<file path="src/hw/rtl/qmr_pkg.sv">
package qmr_pkg;

    // Table and position limits
    localparam int MAX_CHANNELS    = 4096;
    localparam int CH_W            = $clog2(MAX_CHANNELS);
    localparam int CHCNT_W         = $clog2(MAX_CHANNELS + 1);
    localparam int LOAD_CH_W       = 12;
    localparam int INNER_W         = 24;
    localparam int INNER_CFG_W     = 25;
    localparam int INNER_LIMIT     = 1 << INNER_W;

    // Fixed-point scale
    localparam int SCALE_W         = 32;
    localparam int SCALE_FRAC_BITS = 24;

    // Datapath widths
    localparam int ZP_W            = 9;
    localparam int DIFF_W          = 11;
    localparam int PROD_W          = 2 * DIFF_W;
    localparam int MAG_W           = 18;
    localparam int SPROD_W         = MAG_W + SCALE_W;
    localparam int Q_W             = SPROD_W - SCALE_FRAC_BITS + 1;
    localparam int V_W             = Q_W + 2;

    // Configuration register indexes
    localparam logic [3:0] REG_LAYOUT      = 4'd0;
    localparam logic [3:0] REG_DATA_SIGNED = 4'd1;
    localparam logic [3:0] REG_SCALE       = 4'd2;
    localparam logic [3:0] REG_A_ZERO      = 4'd3;
    localparam logic [3:0] REG_B_ZERO      = 4'd4;
    localparam logic [3:0] REG_Y_ZERO      = 4'd5;
    localparam logic [3:0] REG_CHANNELS    = 4'd6;
    localparam logic [3:0] REG_INNER_SIZE  = 4'd7;

    // Layout codes
    localparam logic [1:0] LAY_SAME   = 2'd0;
    localparam logic [1:0] LAY_CHMAJ  = 2'd1;
    localparam logic [1:0] LAY_CHLAST = 2'd2;

    // Request kinds
    localparam logic REQ_LOAD = 1'b0;
    localparam logic REQ_ELEM = 1'b1;

    typedef struct packed {
        logic [1:0]             layout;
        logic                   data_signed;
        logic [SCALE_W-1:0]     scale;
        logic [ZP_W-1:0]        a_zero;
        logic [ZP_W-1:0]        b_zero;
        logic [ZP_W-1:0]        y_zero;
        logic [CHCNT_W-1:0]     channels;
        logic [INNER_CFG_W-1:0] inner_size;
    } t_cfg;

endpackage

</file>
<file path="src/hw/rtl/qmr_math.sv">
module qmr_math (
    input  logic          i_clk,
    input  logic          i_start,
    input  qmr_pkg::t_cfg i_cfg,
    input  logic [7:0]    i_a,
    input  logic [7:0]    i_b,
    output logic [7:0]    o_y
);

    logic signed [qmr_pkg::DIFF_W-1:0]  da;
    logic signed [qmr_pkg::DIFF_W-1:0]  db;
    logic signed [qmr_pkg::PROD_W-1:0]  r_prod;
    logic [qmr_pkg::PROD_W-1:0]         mag_full;
    logic                               r_neg;
    logic [qmr_pkg::SPROD_W-1:0]        r_sprod;
    logic [qmr_pkg::Q_W-1:0]            q;
    logic [qmr_pkg::SCALE_FRAC_BITS-1:0] rem;
    logic [qmr_pkg::SCALE_FRAC_BITS-1:0] half;
    logic                               round_up;
    logic signed [qmr_pkg::V_W-1:0]     v;
    logic signed [qmr_pkg::V_W-1:0]     lo;
    logic signed [qmr_pkg::V_W-1:0]     hi;

    // Zero-point offsets, bytes signed or unsigned per config
    always_comb begin
        da = $signed({{(qmr_pkg::DIFF_W-8){i_cfg.data_signed & i_a[7]}}, i_a}) -
             $signed({{(qmr_pkg::DIFF_W-qmr_pkg::ZP_W){i_cfg.a_zero[qmr_pkg::ZP_W-1]}},
                      i_cfg.a_zero});
        db = $signed({{(qmr_pkg::DIFF_W-8){i_cfg.data_signed & i_b[7]}}, i_b}) -
             $signed({{(qmr_pkg::DIFF_W-qmr_pkg::ZP_W){i_cfg.b_zero[qmr_pkg::ZP_W-1]}},
                      i_cfg.b_zero});
    end

    // Stage 1: operand product
    always_ff @(posedge i_clk) begin
        if (i_start) begin
            r_prod <= da * db;
        end
    end

    // Stage 2: magnitude times scale, sign kept aside
    assign mag_full = r_prod[qmr_pkg::PROD_W-1] ? 
                      qmr_pkg::PROD_W'(-r_prod) : qmr_pkg::PROD_W'(r_prod);

    always_ff @(posedge i_clk) begin
        r_neg   <= r_prod[qmr_pkg::PROD_W-1];
        r_sprod <= qmr_pkg::SPROD_W'(mag_full[qmr_pkg::MAG_W-1:0]) *
                   qmr_pkg::SPROD_W'(i_cfg.scale);
    end

    // Round half to even, restore sign, add output zero point, clamp
    always_comb begin
        q        = {1'b0, r_sprod[qmr_pkg::SPROD_W-1:qmr_pkg::SCALE_FRAC_BITS]};
        rem      = r_sprod[qmr_pkg::SCALE_FRAC_BITS-1:0];
        half     = {1'b1, {(qmr_pkg::SCALE_FRAC_BITS-1){1'b0}}};
        round_up = (rem > half) || ((rem == half) && q[0]);
        q        = q + qmr_pkg::Q_W'(round_up);
        v        = r_neg ? -$signed({2'b00, q}) : $signed({2'b00, q});
        v        = v + $signed({{(qmr_pkg::V_W-qmr_pkg::ZP_W){i_cfg.y_zero[qmr_pkg::ZP_W-1]}},
                               i_cfg.y_zero});
        lo       = i_cfg.data_signed ? -qmr_pkg::V_W'(128) : '0;
        hi       = i_cfg.data_signed ? qmr_pkg::V_W'(127) : qmr_pkg::V_W'(255);
        if (v < lo) begin
            v = lo;
        end else if (v > hi) begin
            v = hi;
        end
        o_y = v[7:0];
    end

endmodule

</file>
<file path="config.mk">
export PLATFORM = sky130hd
export DESIGN_NAME = qmr_math
export DESIGN_NICKNAME = d
export VERILOG_FILES = /design/src/hw/rtl/qmr_pkg.sv /design/src/hw/rtl/qmr_math.sv
export SDC_FILE = /design/constraint.sdc
export NUM_CORES = 2
export LEC_CHECK = 0
export ABC_AREA = 0
export BUFFER_PORTS_ARGS = -buffer_cell sky130_fd_sc_hd__buf_2
export CAP_MARGIN = 10
export CORE_UTILIZATION = 31
export DETAILED_ROUTE_END_ITERATION = 8
export PLACE_DENSITY = 0.48
export REMOVE_ABC_BUFFERS = 1
export SLEW_MARGIN = 20
export SYNTH_ARGS = -nofsm -noshare
export SYNTH_HDL_FRONTEND = slang
export SYNTH_SLANG_ARGS = --single-unit
export TNS_END_PERCENT = 50
</file>
<file path="constraint.sdc">
create_clock -name i_clk -period 11.5 [get_ports i_clk]
set_input_delay 2.3 -clock i_clk [delete_from_list [all_inputs] [get_ports i_clk]]
set_output_delay 2.3 -clock i_clk [all_outputs]
set_load 0.03 [all_outputs]
</file>
== Word level (Yosys, flattened, before mapping) ==
Cells that the tools add are included.
W data, S select, Z words.
Operators by class
  reductions and logical operators: 2
  $add $sub $neg: 6
  bitwise operators: 2
  equality and inequality tests: 1
  mux-type cells: 6
  order comparisons: 3
  $mul: 2
Operators by type and width (count)
  $mux W29: 2
  $mul A18 B32 Y50: 1
  $add A29 B9 Y29: 1
  $gt A29 B9 Y1: 1
  $lt A29 B29 Y1: 1
  $neg A27 Y29: 1
  $add A26 B1 Y27: 1
  $eq A24 B24 Y1 const B: 1
  $gt A24 B24 Y1 const B: 1
  $mux W8: 3
  $mul A10 B10 Y20: 1
  $sub A9 B9 Y10: 2
  $mux W18: 1
  $neg A18 Y18: 1
  $and A1 B1 Y1: 2
  $logic_and A1 B1 Y1: 1
  $logic_or A1 B1 Y1: 1
Storage, ports and cells
  output and inout bits: 8
  word-level logic and storage cells: 25
  bits of input ports: 118
  register bits: 71

== Logic depth before layout (Yosys ltp) ==
  word-level depth: 10
  mapped depth: 33

== Worst setup path after synthesis ==
No wires, ideal clock.
  path kind: reg-to-output
  start point: reg r_sprod[24] (netlist bit)
  end point: out o_y[7]
  cell stages (with the launch flop): 33
  path slack: 2.366 ns
  data arrival time: 6.834 ns
  cell sequence: dfxtp_1 > nor4_1 > nand4_1 > o21a_1 > ha_1 > ha_1 > buf_2 > and3_1 > clkbuf_1 > nor4_1 > o311ai_0 > or4b_1 > a2111oi_2 > nand2_1 > nor4_1 > mux2i_1 > a22oi_1 > xnor2_1 > ha_1 > nor2_1 > a21o_1 > a211oi_1 > nand3b_1 > a31oi_1 > xnor2_2 > ha_1 > nand4_1 > or3_1 > a21oi_1 > o21bai_1 > nand2b_1 > a211o_1 > o311ai_2
On the way
  cells in the longest elaborated chain, start to end: 9
Ends and longest elaborated chain
  start: declaration: line qmr_math.sv:15  | logic [qmr_pkg::SPROD_W-1:0] r_sprod;
  start signal: assignment: line qmr_math.sv:47  | r_sprod <= qmr_pkg::SPROD_W'(mag_full[qmr_pkg::MAG_W-1:0]) *
  $logic_and A1 B1 Y1: line qmr_math.sv:56  | round_up = (rem > half) || ((rem == half) && q[0]);
  $logic_or A1 B1 Y1: line qmr_math.sv:56
  $add A26 B1 Y27 (*): line qmr_math.sv:57  | q = q + qmr_pkg::Q_W'(round_up);
  $neg A27 Y29: line qmr_math.sv:58  | v = r_neg ? -$signed({2'b00, q}) : $signed({2'b00, q});
  $mux W29 (*): line qmr_math.sv:58
  $add A29 B9 Y29 (*): line qmr_math.sv:59  | v = v + $signed({{(qmr_pkg::V_W-qmr_pkg::ZP_W){i_cfg.y_zero[qmr_pkg::ZP_W-1]}},
  $gt A29 B9 Y1: line qmr_math.sv:65  | end else if (v > hi) begin
  $mux W8: line qmr_math.sv:65
  $mux W8 (*): line qmr_math.sv:63  | if (v < lo) begin
  end: declaration: line qmr_math.sv:7  | output logic [7:0] o_y
Every way passes the cells marked *; elsewhere a longest branch is shown, timed or not.

== Worst setup path in the final report ==
  start point: reg r_sprod[12] (netlist bit)
  end point: out o_y[7]
On the way
  cells in the longest elaborated chain, start to end: 10
Ends and longest elaborated chain (line)
  branches (longest 2 deep; another with $gt A24 B24 Y1)
  $logic_or A1 B1 Y1 (*): qmr_math.sv:56
  $add A26 B1 Y27 (*): qmr_math.sv:57
  $neg A27 Y29: qmr_math.sv:58
  $mux W29 (*): qmr_math.sv:58
  $add A29 B9 Y29 (*): qmr_math.sv:59
  $gt A29 B9 Y1: qmr_math.sv:65
  $mux W8: qmr_math.sv:65
  $mux W8 (*): qmr_math.sv:63
Every way passes the cells marked *.

==> flow_summary.json <==
{
  "outcome": "finished clean",
  "timing.critical_path.from": "r_sprod[12]$_DFF_P_",
  "initialDrtViolationCount": 948,
  "drt_wl_total_um": 74100,
  "worst_ep_arrival_time_ns": 8.41,
  "synth_cell_types": 83,
  "ys_seq_area_frac": 0.0560,
  "period_needed_ns": 10.71,
  "synth_ff_type": "dfxtp_1",
  "syn-instance-count": 3327,
  "nets": 4238,
  "post-synth-top-area-fraction": 0.404,
  "worst_path_max_delay_cell": "or4b_1",
  "initial_utilization": 0.314,
  "syn_area_um2": 28400,
  "synthArstFlopShare": 0,
  "final-max-slew-violation-count": 0,
  "min_from": "r_prod[19]$_DFFE_PP_",
  "antenna_found_initial": 2,
  "syn-mean-instance-area_um2": 8.54,
  "drc": 0,
  "dp_cells": 4464,
  "ys_warn_count": 0,
  "insertion_delay_ns": 0.37,
  "yosys_register_bits": 70,
  "synth_area_leaders": "fa_1 40%, ha_1 11%, inv_1 9.2%, nand2_1 6.8%, dfxtp_1 3.6%",
  "postCtsSetupRepairBufs": 0,
  "gp_congestion": 0.800,
  "ios": 126,
  "grt_pass1_vias": 22800,
  "path_clk_slew_ns": 0.07,
  "slew_headroom": 0.303,
  "crit_type": "reg2out",
  "cp_top_family": "simple AND/OR/NAND/NOR gates",
  "worst_pin_slew_ns": 1.04,
  "finalHoldViolations": 0,
  "hold_buffers": 0,
  "min_period_over_period": 0.932,
  "layout_common_cells": "695 x inv_1, 574 x fa_1, 516 x nand2_1, 247 x ha_1, 120 x and2_1",
  "mostFrequentLayoutCell": "inv_1",
  "area_growth_pct": 6.76,
  "dpl.hpwl_um": 58700,
  "max_freq_ghz": 0.0933,
  "die_width_um": 305,
  "skew_ns": 0.00951,
  "grt_max_degree": 35,
  "end_kind": "output pin",
  "drive_gt1_frac": 0.0518,
  "rsz0062_at_grt": "false",
  "row_count": 110,
  "cp_slowest_stage_delay_ns": 0.56,
  "synth_largest_area_cell": "fa_1",
  "htreeDepth": 3,
  "crit_top_cell": "ha_1",
  "grt_use_total": 0.165,
  "cp.buffers_inverters": 1,
  "wl_per_cell_um": 16.5,
  "viasPerCell": 4.76,
  "gr-total-overflow": 0,
  "r2r-start": "r_prod[8]$_DFFE_PP_",
  "min_path_type": "reg2reg",
  "worstPathMaxFanout": 10,
  "ant_nets": 0,
  "io_buffer_count": 85,
  "grt_first_pass_wirelength_um": 122000,
  "start_kind": "flip-flop",
  "cp.required_ns": 9.20,
  "synth_edf_count": 19,
  "numCtsBuffers": 9,
  "instances_no_fill": 4481,
  "setup_viol": 0,
  "clock_path_buffers": 2,
  "clkSinkCount": 70,
  "die_area_um2": 92900,
  "vias": 21300,
  "drv_cap": 0,
  "chipHeight_um": 305,
  "ctsResizeCount": 0,
  "cts_tree": "built",
  "setup_tns_ns": 0,
  "core_um2": 90400,
  "cts-root-buf": "clkbuf_16",
  "firstDrtPassIters": 5
}
==> layout make-up <==
class                   count  area [µm²]
diodes                      1        2.50
clock buffers              10         239
clock inverters             6        50.0
fillers                  9564       60100
inverters                 696        2610
multi-input cells        2416       23800
flip-flops and latches     70        1590
well taps                1176        1470
repair buffers            106         583
==> logic make-up (layout without fill, tap and decap cells) <==
kind of cell             count (synthesis)  in the layout  share of synthesized area
AO/OA/AOI/OAI                          385            385                     0.0913
XOR/XNOR                               160            160                     0.0496
other                                    0              1                          0
multiplexers                             6              6                    0.00220
AND/OR/NAND/NOR                       1044           1044                      0.176
flip-flops                              70             70                     0.0560
adder cells (fa/ha/maj)                821            821                      0.513
buffers and inverters                  841            818                      0.112
==> synth_stat cells, types with 21 or more instances <==
cell type  instances
nand3_1           30
nand4_1           21
inv_1            695
and2_1           120
ha_1             247
buf_1             21
clkbuf_1         114
o21bai_1          23
nor2_1           112
nor3_1            27
xor2_1            46
nand2b_1          29
a21o_1            48
a21oi_1           93
xnor2_1          113
nor2b_1          101
dfxtp_1           51
o21ai_0           67
fa_1             574
nand2_1          516
==> routing by layer <==
layer	routed length, µm	part of all wire	global-route usage
met1	35500	0.48	0.229
met2	34600	0.47	0.278
met3	3060	0.041	0.0179
met4	1010	0.014	0.0312
met5	17	0.00023	0
==> through the flow <==
stage / util / hold slack (ns) / area [µm²] / setup slack, ns
3_5_place_dp: 0.332 / 0.832 / 30000 / 1.05
5_1_grt: 0.336 / 0.861 / 30300 / 0.0927
6_report: 0.336 / 0.813 / 30300 / 0.787
2_1_floorplan: - / 0.643 / 27900 / 2.38
4_1_cts: 0.335 / 0.827 / 30300 / 0.628
3_3_place_gp: 0.332 / 0.835 / 30000 / 1.07
==> registers in the layout, indices dropped and copies added (netlist names) <==
register and cells:
r_neg 1, r_sprod 50, r_prod 19
==> worst paths after layout <==
check | endpoint | slack, ns | cells after the start
worst min-delay path | r_neg$_DFF_P_ | 0.81 | 0
worst max register to register | r_sprod[48]$_DFF_P_ | 1.62 | 26
worst max-delay path | o_y[7] | 0.79 | 31
worst min register to register | r_neg$_DFF_P_ | 0.81 | 0
Power is left out: the tool's default activity adds up to more than one toggle a clock period on the data nets, which glitch-free logic cannot reach.
